### src/hw/rtl/modem_response_classifier_macros.svh
// Assertion macros for the modem response classifier RTL.
// The assertion forms are included in simulation and left empty for synthesis.
// Each macro expects clk_i and rst_ni in the scope where it is used.
`ifndef MODEM_RESPONSE_CLASSIFIER_MACROS_SVH
`define MODEM_RESPONSE_CLASSIFIER_MACROS_SVH

`ifndef SYNTHESIS

`define MRC_ASSERT(lbl, prop) \
  lbl: assert property (@(posedge clk_i) disable iff (!rst_ni) (prop)) \
    else $error("modem_response_classifier: assertion failed");

`define MRC_ASSERT_NEVER(lbl, cond) \
  lbl: assert property (@(posedge clk_i) disable iff (!rst_ni) !(cond)) \
    else $error("modem_response_classifier: forbidden condition seen");

`else

`define MRC_ASSERT(lbl, prop)

`define MRC_ASSERT_NEVER(lbl, cond)

`endif

`endif

### src/hw/rtl/mrc_pkg.sv
// Package for the modem response classifier: verdict codes, parser phases
// and the result keyword table. It has no dependencies.
`timescale 1ns / 1ps

package mrc_pkg;

  localparam int unsigned NumKw    = 9;
  localparam int unsigned KwSlots  = 16;
  localparam int unsigned KwPosW   = 4;

  typedef enum logic [3:0] {
    VNone      = 4'd0,
    VOk        = 4'd1,
    VError     = 4'd2,
    VConnect   = 4'd3,
    VRing      = 4'd4,
    VBusy      = 4'd5,
    VNoAnswer  = 4'd6,
    VNoCarrier = 4'd7,
    VNoDialTone = 4'd8,
    VUnknown   = 4'd9
  } verdict_e;

  typedef enum logic [5:0] {
    PhFirst  = 6'b000001,
    PhSecond = 6'b000010,
    PhEcho   = 6'b000100,
    PhGap    = 6'b001000,
    PhMatch  = 6'b010000,
    PhDone   = 6'b100000
  } phase_e;

  typedef struct packed {
    logic             hit;
    verdict_e         hit_verdict;
    logic [NumKw-1:0] next_alive;
  } match_res_t;

  localparam logic [7:0] ChNul = 8'h00;
  localparam logic [7:0] ChCr  = 8'h0D;
  localparam logic [7:0] ChLf  = 8'h0A;

  localparam logic [7:0] KwText [NumKw][KwSlots] = '{
    '{"O", "K", 8'd0, 8'd0, 8'd0, 8'd0, 8'd0, 8'd0,
      8'd0, 8'd0, 8'd0, 8'd0, 8'd0, 8'd0, 8'd0, 8'd0},
    '{"E", "R", "R", "O", "R", 8'd0, 8'd0, 8'd0,
      8'd0, 8'd0, 8'd0, 8'd0, 8'd0, 8'd0, 8'd0, 8'd0},
    '{"C", "O", "N", "N", "E", "C", "T", 8'd0,
      8'd0, 8'd0, 8'd0, 8'd0, 8'd0, 8'd0, 8'd0, 8'd0},
    '{"R", "I", "N", "G", 8'd0, 8'd0, 8'd0, 8'd0,
      8'd0, 8'd0, 8'd0, 8'd0, 8'd0, 8'd0, 8'd0, 8'd0},
    '{"B", "U", "S", "Y", 8'd0, 8'd0, 8'd0, 8'd0,
      8'd0, 8'd0, 8'd0, 8'd0, 8'd0, 8'd0, 8'd0, 8'd0},
    '{"N", "O", " ", "A", "N", "S", "W", "E",
      "R", 8'd0, 8'd0, 8'd0, 8'd0, 8'd0, 8'd0, 8'd0},
    '{"N", "O", " ", "C", "A", "R", "R", "I",
      "E", "R", 8'd0, 8'd0, 8'd0, 8'd0, 8'd0, 8'd0},
    '{"N", "O", " ", "D", "I", "A", "L", "T",
      "O", "N", "E", 8'd0, 8'd0, 8'd0, 8'd0, 8'd0},
    '{"N", "O", " ", "D", "I", "A", "L", " ",
      "T", "O", "N", "E", 8'd0, 8'd0, 8'd0, 8'd0}
  };

  localparam logic [KwPosW-1:0] KwLen [NumKw] = '{
    4'd2, 4'd5, 4'd7, 4'd4, 4'd4, 4'd9, 4'd10, 4'd11, 4'd12
  };

  localparam verdict_e KwVerdict [NumKw] = '{
    VOk, VError, VConnect, VRing, VBusy, VNoAnswer, VNoCarrier,
    VNoDialTone, VNoDialTone
  };

endpackage

### src/hw/rtl/mrc_match.sv
// Keyword matcher: compares one folded byte at the current position against
// all keywords still alive. Depends on mrc_pkg.
`timescale 1ns / 1ps

module mrc_match (
  input  logic [7:0]                      ch_i,
  input  logic [mrc_pkg::KwPosW-1:0]      pos_i,
  input  logic [mrc_pkg::NumKw-1:0]       alive_i,
  output mrc_pkg::match_res_t             res_o
);

  logic [mrc_pkg::NumKw-1:0] cmp;
  logic [mrc_pkg::NumKw-1:0] done;

  always_comb begin
    for (int k = 0; k < mrc_pkg::NumKw; k++) begin
      cmp[k]  = alive_i[k] && (pos_i < mrc_pkg::KwLen[k]) &&
                (mrc_pkg::KwText[k][pos_i] == ch_i);
      done[k] = cmp[k] &&
                (({1'b0, pos_i} + 5'd1) == {1'b0, mrc_pkg::KwLen[k]});
    end
  end

  always_comb begin
    res_o.hit         = 1'b0;
    res_o.hit_verdict = mrc_pkg::VNone;
    res_o.next_alive  = cmp;
    for (int k = mrc_pkg::NumKw - 1; k >= 0; k--) begin
      if (done[k]) begin
        res_o.hit         = 1'b1;
        res_o.hit_verdict = mrc_pkg::KwVerdict[k];
      end
    end
  end

endmodule

### src/hw/rtl/modem_response_classifier.sv
// Top level of the modem response classifier: input stage, parser state and
// result register. Depends on mrc_pkg, mrc_match and the assertion macro header.
//
// Takes one reply byte per item and gives one verdict on each item marked last,
// after which the parser returns to its reset state. An accepted byte is held in
// the input register, where the parser state and the keyword matcher process it;
// for a last byte the verdict is then written to the result register. One byte is
// taken every cycle; the input only waits when a last byte is ready while the result
// register still holds an untaken verdict.
`timescale 1ns / 1ps

`include "modem_response_classifier_macros.svh"

module modem_response_classifier (
  input  logic       clk_i,
  input  logic       rst_ni,
  input  logic       in_valid_i,
  output logic       in_ready_o,
  input  logic [7:0] ch_i,
  input  logic       last_i,
  output logic       out_valid_o,
  input  logic       out_ready_i,
  output logic [3:0] verdict_o
);

  logic                              s1_valid_q;
  logic [7:0]                        ch_q;
  logic                              last_q;
  logic                              s1_take;

  mrc_pkg::phase_e                   phase_q, phase_d;
  logic [mrc_pkg::KwPosW-1:0]        pos_q, pos_d;
  logic [mrc_pkg::NumKw-1:0]         alive_q, alive_d;
  mrc_pkg::verdict_e                 decided_q, decided_d;

  logic                              out_valid_q;
  mrc_pkg::verdict_e                 verdict_q, verdict_d;

  logic [7:0]                        ch_up;
  logic                              crlf;
  logic                              is_nul;
  mrc_pkg::match_res_t               mres;

  assign s1_take    = s1_valid_q && !(last_q && out_valid_q && !out_ready_i);
  assign in_ready_o = !s1_valid_q || s1_take;

  always_ff @(posedge clk_i or negedge rst_ni) begin
    if (!rst_ni) begin
      s1_valid_q <= 1'b0;
    end else if (in_ready_o) begin
      s1_valid_q <= in_valid_i;
    end
  end

  always_ff @(posedge clk_i) begin
    if (in_ready_o && in_valid_i) begin
      ch_q   <= ch_i;
      last_q <= last_i;
    end
  end

  assign ch_up  = ((ch_q >= "a") && (ch_q <= "z")) ? (ch_q - 8'd32) : ch_q;
  assign crlf   = (ch_q == mrc_pkg::ChCr) || (ch_q == mrc_pkg::ChLf);
  assign is_nul = (ch_q == mrc_pkg::ChNul);

  mrc_match u_match (
    .ch_i    (ch_up),
    .pos_i   (pos_q),
    .alive_i (alive_q),
    .res_o   (mres)
  );

  always_comb begin
    logic gap_path;
    logic match_path;
    gap_path   = 1'b0;
    match_path = 1'b0;
    phase_d    = phase_q;
    pos_d      = pos_q;
    alive_d    = alive_q;
    decided_d  = decided_q;
    verdict_d  = mrc_pkg::VNone;

    unique case (phase_q)
      mrc_pkg::PhFirst: begin
        if (ch_up == "A") begin
          phase_d = mrc_pkg::PhSecond;
        end else begin
          phase_d  = mrc_pkg::PhGap;
          gap_path = 1'b1;
        end
      end
      mrc_pkg::PhSecond: begin
        if (ch_up == "T") begin
          phase_d = mrc_pkg::PhEcho;
        end else begin
          phase_d   = mrc_pkg::PhDone;
          decided_d = mrc_pkg::VUnknown;
        end
      end
      mrc_pkg::PhEcho: begin
        if (is_nul) begin
          phase_d   = mrc_pkg::PhDone;
          decided_d = mrc_pkg::VNone;
        end else if (crlf) begin
          phase_d = mrc_pkg::PhGap;
        end
      end
      mrc_pkg::PhGap: begin
        gap_path = 1'b1;
      end
      mrc_pkg::PhMatch: begin
        if (is_nul) begin
          phase_d   = mrc_pkg::PhDone;
          decided_d = mrc_pkg::VUnknown;
        end else begin
          match_path = 1'b1;
        end
      end
      mrc_pkg::PhDone: begin
      end
      default: begin
      end
    endcase

    if (gap_path) begin
      if (is_nul) begin
        phase_d   = mrc_pkg::PhDone;
        decided_d = mrc_pkg::VNone;
      end else if (!crlf) begin
        match_path = 1'b1;
      end
    end

    if (match_path) begin
      if (mres.hit) begin
        phase_d   = mrc_pkg::PhDone;
        decided_d = mres.hit_verdict;
      end else if (mres.next_alive == '0) begin
        phase_d   = mrc_pkg::PhDone;
        decided_d = mrc_pkg::VUnknown;
      end else begin
        phase_d = mrc_pkg::PhMatch;
        alive_d = mres.next_alive;
        pos_d   = pos_q + mrc_pkg::KwPosW'(1);
      end
    end

    if (phase_d == mrc_pkg::PhDone) begin
      verdict_d = decided_d;
    end else if ((phase_d == mrc_pkg::PhMatch) || (phase_d == mrc_pkg::PhSecond)) begin
      verdict_d = mrc_pkg::VUnknown;
    end

    if (last_q) begin
      phase_d   = mrc_pkg::PhFirst;
      pos_d     = '0;
      alive_d   = '1;
      decided_d = mrc_pkg::VNone;
    end
  end

  always_ff @(posedge clk_i or negedge rst_ni) begin
    if (!rst_ni) begin
      phase_q   <= mrc_pkg::PhFirst;
      pos_q     <= '0;
      alive_q   <= '1;
      decided_q <= mrc_pkg::VNone;
    end else if (s1_take) begin
      phase_q   <= phase_d;
      pos_q     <= pos_d;
      alive_q   <= alive_d;
      decided_q <= decided_d;
    end
  end

  always_ff @(posedge clk_i or negedge rst_ni) begin
    if (!rst_ni) begin
      out_valid_q <= 1'b0;
    end else if (s1_take && last_q) begin
      out_valid_q <= 1'b1;
    end else if (out_ready_i) begin
      out_valid_q <= 1'b0;
    end
  end

  always_ff @(posedge clk_i) begin
    if (s1_take && last_q) begin
      verdict_q <= verdict_d;
    end
  end

  assign out_valid_o = out_valid_q;
  assign verdict_o   = verdict_q;

  `MRC_ASSERT(a_last_gives_result, (s1_take && last_q) |=> out_valid_q)
  `MRC_ASSERT(a_last_clears_state, (s1_take && last_q) |=>
      ((phase_q == mrc_pkg::PhFirst) && (pos_q == '0) && (alive_q == '1)))
  `MRC_ASSERT(a_verdict_in_range, out_valid_q |-> (verdict_q <= mrc_pkg::VUnknown))
  `MRC_ASSERT_NEVER(a_alive_never_empty, alive_q == '0)

endmodule

### config.mk
export PLATFORM = sky130hd
export DESIGN_NAME = modem_response_classifier
export DESIGN_NICKNAME = d
export VERILOG_FILES = /design/src/hw/rtl/mrc_pkg.sv /design/src/hw/rtl/mrc_match.sv /design/src/hw/rtl/modem_response_classifier.sv
export VERILOG_INCLUDE_DIRS = /design/src /design/src/hw/rtl
export SDC_FILE = /design/constraint.sdc
export NUM_CORES = 1
export LEC_CHECK = 0
export BUFFER_PORTS_ARGS = -buffer_cell sky130_fd_sc_hd__buf_2
export CAP_MARGIN = 25
export CORE_ASPECT_RATIO = 0.75
export CORE_MARGIN = 3
export CORE_UTILIZATION = 55
export DETAILED_ROUTE_END_ITERATION = 8
export PLACE_DENSITY = 0.81
export SYNTH_ARGS = -nofsm -noshare
export SYNTH_HDL_FRONTEND = slang
export SYNTH_SLANG_ARGS = --single-unit
### constraint.sdc
create_clock -name clk_i -period 8.4 [get_ports clk_i]
set_clock_uncertainty 0.15 [all_clocks]
set_input_delay 0.42 -clock clk_i [delete_from_list [all_inputs] [get_ports clk_i]]
set_output_delay 0.42 -clock clk_i [all_outputs]
set_load 0.02 [all_outputs]
==> summary.txt, run 1 <==
STA
  • PnR worst setup slack: 4.01 ns
  • Slew Viols, Final: 0
  • Final period util: 0.522
  • Setup violations, final: 0
  • Worst-Margin Slew: 0.919 ns
  • Setup TNS: 0 ns
  • RSZ-0062 raised after global routing: no
  • Final count of hold timing violations: 0
  • Worst rel slew slack: 0.386
  • Final min period: 4.39 ns
  • F_max: 228 MHz

Synthesis
  • Cell variety after synth: 76
  • Sequential area share after synthesis: 0.260
  • Post-synthesis cell count: 485
  • Post-synth top area share: 0.0986
  • Top-count cell post-synth: nand2_1
  • Cell area after synthesis: 3960 um^2
  • Synth Warn #: 0
  • Largest area contributor in the netlist: edfxtp_1
  • Synth async-reset ratio: 0.658
  • Ys flop type: dfrtp_1
  • Synth Register Bits: 38
  • Top cells by count, synth: nand2_1, o21ai_0, nor2_1
  • Post-synth EDFFs: 13
  • Area contributors post-synth: edfxtp_1, dfrtp_1, dfstp_2
  • Syn Nets: 511
  • Syn_area_per_cell: 8.17 um^2

Placed design
  • Cells after DPL: 576
  • Setup WS pre-CTS: 4.09 ns
  • GPL Wtd Cong: 0.992
  • Dpl hpwl: 8390 um
  • # port buffers: 18

Critical path
  • CP Class: register to register
  • Arrival @ worst endpoint: 4.43 ns
  • Worst path max stage delay: 0.68 ns
  • Crit-path slowest cell: nor4_1
  • CP max FO: 16
  • Crit start category: register
  • Worst Path Required: 8.44 ns
  • Critical-path cell list: inv_1, ha_1, and3b_1, mux2i_1, nor4b_1, nand2_1, nor4_1, or4_1, o211ai_4, or3_1, o22ai_1
  • CP endpoint kind: register

Status
  • Status: complete, no violations

Cells and area
  • Layout fillers: 631
  • # diodes: 0
  • Final net count: 513
  • Final std cells w/o fill: 586
  • Layout cells sized above 1: 0.121
  • Syn-to-layout area delta: 5.24%

Clock tree
  • # H-tree levels: 2
  • CTS tree: done
  • Worst-skew pair later-pin latency: 0.29 ns
  • Root Buffer: clkbuf_8
  • Clk pin slew, worst setup/hold paths: 0.08 ns
  • Clk buf depth: 2
  • CTS Buf Count: 5
  • Sink Count: 38

Power
  • Total Power: 653 uW
  • Pleak: 0.00159 uW
  • Power Density: 157 nW/um^2
  • VDD IR max: 141 uV

Drt
  • Number of remaining DRC errors: 0
  • Via count: 3921
  • Vias/cell: 6.69
  • WL final: 11100 um
  • Initial DRT Pass Iterations: 5
  • DRT iter0 DRCs: 478
  • Antenna Nets Post-Route: 0
  • Routed len/inst: 18.9 um

Global route
  • Tot GR Track Use: 0.269
  • Vias in the first global route: 3541
  • Largest net degree at the start of global routing: 43
  • GRT overflow: 0
  • First-pass GRT wire length: 18000 um
  • Initial antenna violation count: 1

Floorplan
  • Cell Rows: 26
  • Ports: 19
  • DIE WIDTH: 104 um
  • Die area: 8260 um^2
  • Core box area: 6900 um^2
  • Chip height: 79.5 um
  • Initial Util: 0.574

Hold path
  • Hold Crit Class: primary input to register

Run
  • Max-cap viol count: 0
[path summary, 6_finish.rpt]
check | slack [ns] | cells after the start | to | from
max | 4.01 | 11 | pos_q[3] | pos_q[1]
min | 0.15 | 1 | ch_q[6] | ch_i[6]
max reg2reg | 4.01 | 11 | pos_q[3] | pos_q[1]
min reg2reg | 0.35 | 2 | decided_q[3] | decided_q[3]
max in group asynchronous | 7.17 | 2 | pos_q[3] | rst_ni
min in group asynchronous | 0.51 | 2 | phase_q[2] | rst_ni
[where the power goes]
part           switching [uW]  internal (uW)  total [uW]
clock                    65.8           56.8         123
combinational             171            106         277
sequential               30.4            223         254
total                     267            386         653
[through the flow]
stage	util	hold slack, ns	area [um^2]
3_5_place_dp	0.588	0.301	4060
5_1_grt	0.604	0.142	4170
4_1_cts	0.602	0.145	4150
2_1_floorplan	-	-0.0256	3960
3_3_place_gp	0.587	0.304	4050
6_report	0.604	0.152	4170
[placed cells by master, fill, tap and decap left out, types with 7 or more instances in the layout]
master     n
dfstp_2   10
ha_1      13
nand4_1    7
nor4_1     7
nor3_1    20
xnor2_1   19
dfrtp_1   15
or3_1      9
inv_1     21
o22a_1    11
and2_1     7
nand2_1   41
o21ai_0   33
buf_2     18
nor2_1    32
o211ai_1   7
xor2_1     8
a21oi_1   27
nor3b_1    7
nand3_1   20
nand2b_1  16
edfxtp_1  13
[cells by family after synthesis]
| family | after synthesis | share of synthesized area |
|---|---|---|
| DFF | 38 | 0.260 |
| xor gates and xnor gates | 27 | 0.0597 |
| muxes | 4 | 0.0101 |
| adders and majority gates | 13 | 0.0411 |
| and+or+nand+nor | 211 | 0.302 |
| buffers and inverters | 51 | 0.0585 |
| AOI/OAI and AO/OA | 141 | 0.269 |
[worst max-delay path, delay by kind of cell, from the launching register on]
kind / cells / cell delay [ns]
mux: 1 / 0.11
fa+ha+maj: 1 / 0.44
flops: 1 / 0.59
simple gates: 6 / 2.28
buf+inv: 1 / 0.28
compound gates: 2 / 0.43
[area by class of cell]
cell class	instances	area, um^2	share of cell area
Timing Repair Buffer	25	153	0.0366
Tap cell	98	123	0.0294
Clock inverter	3	16.3	0.00390
Sequential cell	38	1030	0.247
Multi-Input combinational cell	396	2700	0.648
Clock buffer	5	68.8	0.0165
Inverter	21	78.8	0.0189
[state kept, by name, indices dropped and copies added, names as in the netlist]
name,count
verdict_o,4
s1_valid_q,1
last_q,1
decided_q,4
ch_q,8
phase_q,6
pos_q,4
out_valid_o,1
alive_q,9
[layer usage]
metal | vias to the layer above | track usage | wire [um]
met5 | - | 0 | 7
met4 | 2 | 0.0571 | 176
met3 | 23 | 0.0768 | 1610
met2 | 276 | 0.397 | 4520
met1 | 1810 | 0.392 | 4780
li1 | 1810 | - | -
[timing repair]
item / 4_1_cts / 5_1_grt
gates resized for setup: 0 / 0
buffers inserted: 0 / 0
hold endpoints to repair: 13 / 0
hold buffers: 1 / 0
setup endpoints to repair: 0 / 0
No activity file was read; power rests on OpenSTA's default activity.
==> run 2: changes to the inputs <==
Settings changed: ABC_AREA set to 1, PLACE_DENSITY 0.81 to 0.83.
Clock period 8.4 ns to 3.7 ns, I/O delays scaled along.
==> run 2 against run 1 <==
Compared with the run above: global-route usage grew 7.4 points; area after synthesis shrank 1.1%; maximum frequency grew 25%; die area shrank 1.0%; critical path type unchanged.
==> summary.txt, run 2 <==
Cells and area
  • Multi-input logic area: 2500 um^2
  • Final std cells w/o fill: 776
  • Biggest register: alive_q
  • Final net count: 707
  • Layout cells sized above 1: 0.122
  • Syn-to-layout area delta: 12.0%
  • Layout fillers: 595
  • Commonest non-fill, non-tap cell in the layout: nand2_1
  • Storage cell area: 1030 um^2
  • Max reg flops: 9
  • Largest regs: alive_q (9), ch_q (8), phase_q (6)
  • Final Cell Area: 4390 um^2
  • # diodes: 0
  • Commonest cells after routing, fill and taps aside: nand2_1, nor2_1, nand3_1, inv_1, nand4_1

Floorplan
  • Cell Rows: 25
  • Core box area: 6600 um^2
  • Initial Util: 0.594
  • Ports: 19
  • DIE WIDTH: 103 um
  • Die area: 8180 um^2
  • Chip height: 79.1 um

STA
  • Final min period: 3.52 ns
  • Final count of hold timing violations: 0
  • Setup TNS: 0 ns
  • RSZ-0062 raised after global routing: no
  • Setup violations, final: 0
  • Worst-Margin Slew: 0.598 ns
  • F_max: 284 MHz
  • Worst rel slew slack: 0.598
  • Final period util: 0.950
  • Slew Viols, Final: 0

Global route
  • First-pass GRT wire length: 21500 um
  • GRT overflow: 0
  • Largest net degree at the start of global routing: 26
  • Vias in the first global route: 4145
  • Tot GR Track Use: 0.343
  • Initial antenna violation count: 0

Clock tree
  • Sink Count: 38
  • CTS tree: done
  • Worst-skew pair later-pin latency: 0.30 ns
  • # H-tree levels: 2
  • Root Buffer: clkbuf_8
  • Clk buf depth: 2
  • CTS Buf Count: 5
  • Clk pin slew, worst setup/hold paths: 0.09 ns

Synthesis
  • Largest area contributor in the netlist: nand2_1
  • Syn Nets: 669
  • Top cells by count, synth: nand2_1, nor2_1, nand3_1
  • Cell variety after synth: 42
  • Sequential area share after synthesis: 0.263
  • Ys flop type: dfrtp_1
  • Cell area after synthesis: 3920 um^2
  • Post-synthesis cell count: 643
  • Synth Warn #: 0
  • Post-synth top area share: 0.206
  • Top-count cell post-synth: nand2_1
  • Post-synth EDFFs: 13
  • Synth Register Bits: 38
  • Syn_area_per_cell: 6.09 um^2
  • Synth async-reset ratio: 0.658
  • Area contributors post-synth: nand2_1, edfxtp_1, dfrtp_1

Critical path
  • Worst path max stage delay: 0.41 ns
  • CP Class: register to register
  • CP max FO: 11
  • Critical-path cell list: buf_4, ha_1, inv_1, ha_1, or2_1, nor3_1, nand4_1, nand2_1, nor2_1, nand3_2, nand2_1, o21ai_1, nand2_1, o21ai_0
  • Crit-path slowest cell: ha_1
  • CP most frequent cell: nand2_1
  • Worst Path Required: 3.69 ns
  • Arrival @ worst endpoint: 3.51 ns
  • Crit start category: register
  • CP endpoint kind: register

Power
  • Total Power: 1810 uW
  • VDD IR max: 443 uV
  • Power Density: 412 nW/um^2
  • Pleak: 0.00227 uW

Status
  • Status: complete, no violations

Placed design
  • Cells after DPL: 754
  • Dpl hpwl: 10200 um
  • Placed cell areas: 4150 um^2
  • # port buffers: 18
  • GPL Wtd Cong: 1.00

Drt
  • Antenna Nets Post-Route: 0
  • WL final: 13100 um
  • Vias/cell: 5.86
  • Number of remaining DRC errors: 0
  • Routed len/inst: 16.9 um
  • Via count: 4544
  • DRT iter0 DRCs: 497
  • Initial DRT Pass Iterations: 6

Run
  • Max-cap viol count: 0

Hold path
  • Hold Crit Class: primary input to asynchronous set/reset pin
## run 2: changes by cell type after synthesis, sizes merged, moves of 18 or more
cell / delta
inv: +49
nand2: +180
nand3: +57
nor2: +50
xnor2: -18
## run 2: logic make-up after synthesis
group | synth area share
AO/OA/AOI/OAI | 0.0814
XOR/XNOR | 0.0246
adder cells (fa/ha/maj) | 0.0415
buffers and inverters | 0.102
flip-flops | 0.263
AND/OR/NAND/NOR | 0.488
## run 2: critical path: cells and delay by family (launching register included)
family,cells,cell delay [ns]
AOI/OAI and AO/OA,2,0.32
buffers and inverters,2,0.32
DFF,1,0.37
adders and majority gates,2,0.77
and+or+nand+nor,8,1.43
## run 2: routing by layer
metal	vias up	wire [um]	global-route usage
met4	0	252	0.0996
met1	2039	5920	0.536
li1	2176	-	-
met3	20	1710	0.0852
met2	309	5250	0.458
met5	-	0	0
## run 2: path summary, 6_finish.rpt
path	start	endpoint	slack, ns	cells past startpoint
setup / recovery	pos_q[1]	verdict_o[3]	0.18	14
hold / removal	rst_ni	decided_q[1]	0.26	2
setup reg to reg	pos_q[1]	verdict_o[3]	0.18	14
hold reg to reg	alive_q[3]	alive_q[3]	0.35	2
max in group asynchronous	rst_ni	pos_q[0]	2.72	2
min in group clk_i	alive_q[3]	alive_q[3]	0.35	2
## run 2: timing repair
item,CTS,global route
buffers inserted,0,2
hold endpoints to repair,26,0
setup endpoints to repair,0,19
hold buffers,12,0
gates resized for setup,0,3
## run 2: per-stage QoR
| step | setup WS, ns | hold slack [ns] | utilization |
|---|---|---|---|
| 3_3_place_gp | 0.323 | 0.0594 | 0.629 |
| 3_5_place_dp | 0.211 | 0.0622 | 0.629 |
| 5_1_grt | 0.0203 | 0.308 | 0.665 |
| 2_1_floorplan | 0.683 | -0.261 | - |
| 6_report | 0.185 | 0.256 | 0.665 |
| 4_1_cts | 0.202 | 0.268 | 0.662 |
## run 2: final cells by class
cell class	count	share of cell area
flip-flops and latches	38	0.235
repair buffers	52	0.0855
clock inverters	2	0.00285
well taps	94	0.0268
inverters	73	0.0624
multi-input cells	511	0.569
clock buffers	6	0.0188
## run 2: where the power goes
| part | leakage (uW) | internal, uW | total [uW] | switching (uW) |
|---|---|---|---|---|
| registers | 0.000430 | 539 | 603 | 64.3 |
| logic | 0.00179 | 270 | 895 | 625 |
| clock network | 0.0000472 | 150 | 311 | 161 |
| total | 0.00227 | 959 | 1810 | 850 |
==> run 3: changes to the inputs <==
Settings changed: BUFFER_PORTS_ARGS -buffer_cell sky130_fd_sc_hd__buf_2 to -buffer_cell sky130_fd_sc_hd__buf_4.
==> run 3 against run 2 <==
Compared with the run above: sequential power about the same; sequential cell count is the same; power is 5.9% higher; combinational power increased by 1%; first-iteration DRC count rose by 21%; highest routed layer unchanged; routed wire length up 0.72%; via count is 2.2% higher; global-route usage fell by 0.42 points; critical endpoint unchanged.
==> summary.txt, run 3 (same netlist as run 2, synthesis figures left out) <==
STA
  • PnR worst setup slack: 0.149 ns
  • Worst-Margin Slew: 0.594 ns
  • Worst rel slew slack: 0.601
  • Min Hold Slack: 0.174 ns
  • F_max: 282 MHz
  • Final period util: 0.960
  • Setup violations, final: 0
  • Slew Viols, Final: 0
  • Final count of hold timing violations: 0
  • Final min period: 3.55 ns

Cells and area
  • Largest regs: alive_q (9), ch_q (8), phase_q (6)
  • Layout fillers: 592
  • Final net count: 707
  • Final Cell Area: 4470 um^2
  • Final core utilization: 0.678
  • Commonest cells after routing, fill and taps aside: nand2_1, nor2_1, nand3_1, inv_1, buf_4
  • # diodes: 0
  • Commonest non-fill, non-tap cell in the layout: nand2_1
  • Max reg flops: 9
  • Layout cells sized above 1: 0.123
  • Biggest register: alive_q
  • Syn-to-layout area delta: 14.1%

Global route
  • Vias in the first global route: 4290
  • Initial antenna violation count: 0
  • Largest net degree at the start of global routing: 26
  • First-pass GRT wire length: 21400 um
  • GRT overflow: 0
  • Tot GR Track Use: 0.339

Power
  • Combinational share of power: 0.474
  • Share of power burned in registers: 0.313
  • VDD IR max: 336 uV
  • Switching pwr: 853 uW
  • Power Density: 429 nW/um^2
  • Clock share of power: 0.213
  • Switching share of power: 0.445
  • Pleak: 0.00230 uW
  • Int Power: 1060 uW

Placed design
  • GPL Wtd Cong: 1.02
  • Dpl hpwl: 10000 um
  • Setup WS pre-CTS: 0.0971 ns
  • Placed cell areas: 4200 um^2
  • # port buffers: 18

Hold path
  • Hold Crit Class: primary input to asynchronous set/reset pin

Critical path
  • CP Class: register to register
  • CP max FO: 11
  • Arrival @ worst endpoint: 3.55 ns
  • Crit start category: register
  • Worst Path Required: 3.70 ns
  • CP endpoint kind: register
  • R2r setup slk: 0.15 ns

Floorplan
  • Core box area: 6600 um^2
  • Ports: 19
  • Die area: 8180 um^2
  • Cell Rows: 25
  • Initial Util: 0.594
  • DIE WIDTH: 103 um
  • Chip height: 79.1 um

Drt
  • Antenna Nets Post-Route: 0
  • Initial DRT Pass Iterations: 5
  • DRT iter0 DRCs: 602
  • Routed len/inst: 17.1 um
  • Via count: 4642
  • WL final: 13200 um
  • Number of remaining DRC errors: 0
  • Vias/cell: 5.98

Clock tree
  • # H-tree levels: 2
  • CTS tree: done
  • Clk pin slew, worst setup/hold paths: 0.08 ns
  • Sink Count: 38
  • Clk buf depth: 2
  • CTS Buf Count: 5
  • Root Buffer: clkbuf_8
  • Worst-skew pair later-pin latency: 0.30 ns

Status
  • Status: complete, no violations

Run
  • Max-cap viol count: 0
[run 3: power groups by stage]
stage | Clock, uW | Sequential (uW) | Combinational, uW
6_report | 408 | 600 | 908
3_3_place_gp | 0 | 603 | 819
4_1_cts | 409 | 599 | 862
2_1_floorplan | 0 | 596 | 615
5_1_grt | 429 | 609 | 1000
3_5_place_dp | 0 | 606 | 847
[run 3: per-stage QoR]
stage | power, uW | setup TNS [ns] | std cells
floorplan | 1210 | 0 | 643
global placement | 1420 | 0 | 754
detailed placement | 1450 | 0 | 754
CTS | 1870 | 0 | 774
global route | 2040 | -0.0630 | 776
finish | 1920 | 0 | 776
[run 3: final cells by class]
type,count,area (um^2),share of cell area
clock buffers,6,93.8,0.0210
clock inverters,2,38.8,0.00867
inverters,73,274,0.0613
multi-input cells,511,2500,0.558
flip-flops and latches,38,1030,0.230
well taps,94,118,0.0263
repair buffers,52,420,0.0940
[run 3: worst paths after layout]
check,start,to,depth (start not counted)
max,ch_q[2],verdict_o[3],17
min,rst_ni,decided_q[1],2
max reg2reg,ch_q[2],verdict_o[3],17
min reg2reg,alive_q[8],alive_q[8],2
max in group asynchronous,rst_ni,alive_q[5],2
min in group clk_i,alive_q[8],alive_q[8],2
[run 3: timing repair]
action                                 in CTS  in global routing
hold buffers                               12                  0
setup endpoints to repair                   0                 22
endpoints found under the hold margin      36                  0
resized for setup                           0                  4
setup buffers                               0                  2
[run 3: critical path: stages, from the launching register on]
cell and delay (ns):
edfxtp_1 0.62, inv_2 0.14, nand2_1 0.14, nor2_1 0.18
nand2_1 0.10, nand3_2 0.13, nand2_1 0.08, nand2_1 0.18
nand3_2 0.18, nor3_1 0.38, nor2_1 0.13, a21oi_1 0.29
nand2_1 0.08, nor2_1 0.15, nand2_1 0.07, o21ai_0 0.15
nand3_1 0.15, o21ai_0 0.10
[run 3: routing by layer]
layer / global-route usage / part of all wire / up-vias
li1: - / - / 2169
met1: 0.500 / 0.43 / 2130
met2: 0.485 / 0.41 / 302
met3: 0.0992 / 0.13 / 41
met4: 0.0776 / 0.022 / 0
met5: 0 / 0 / -
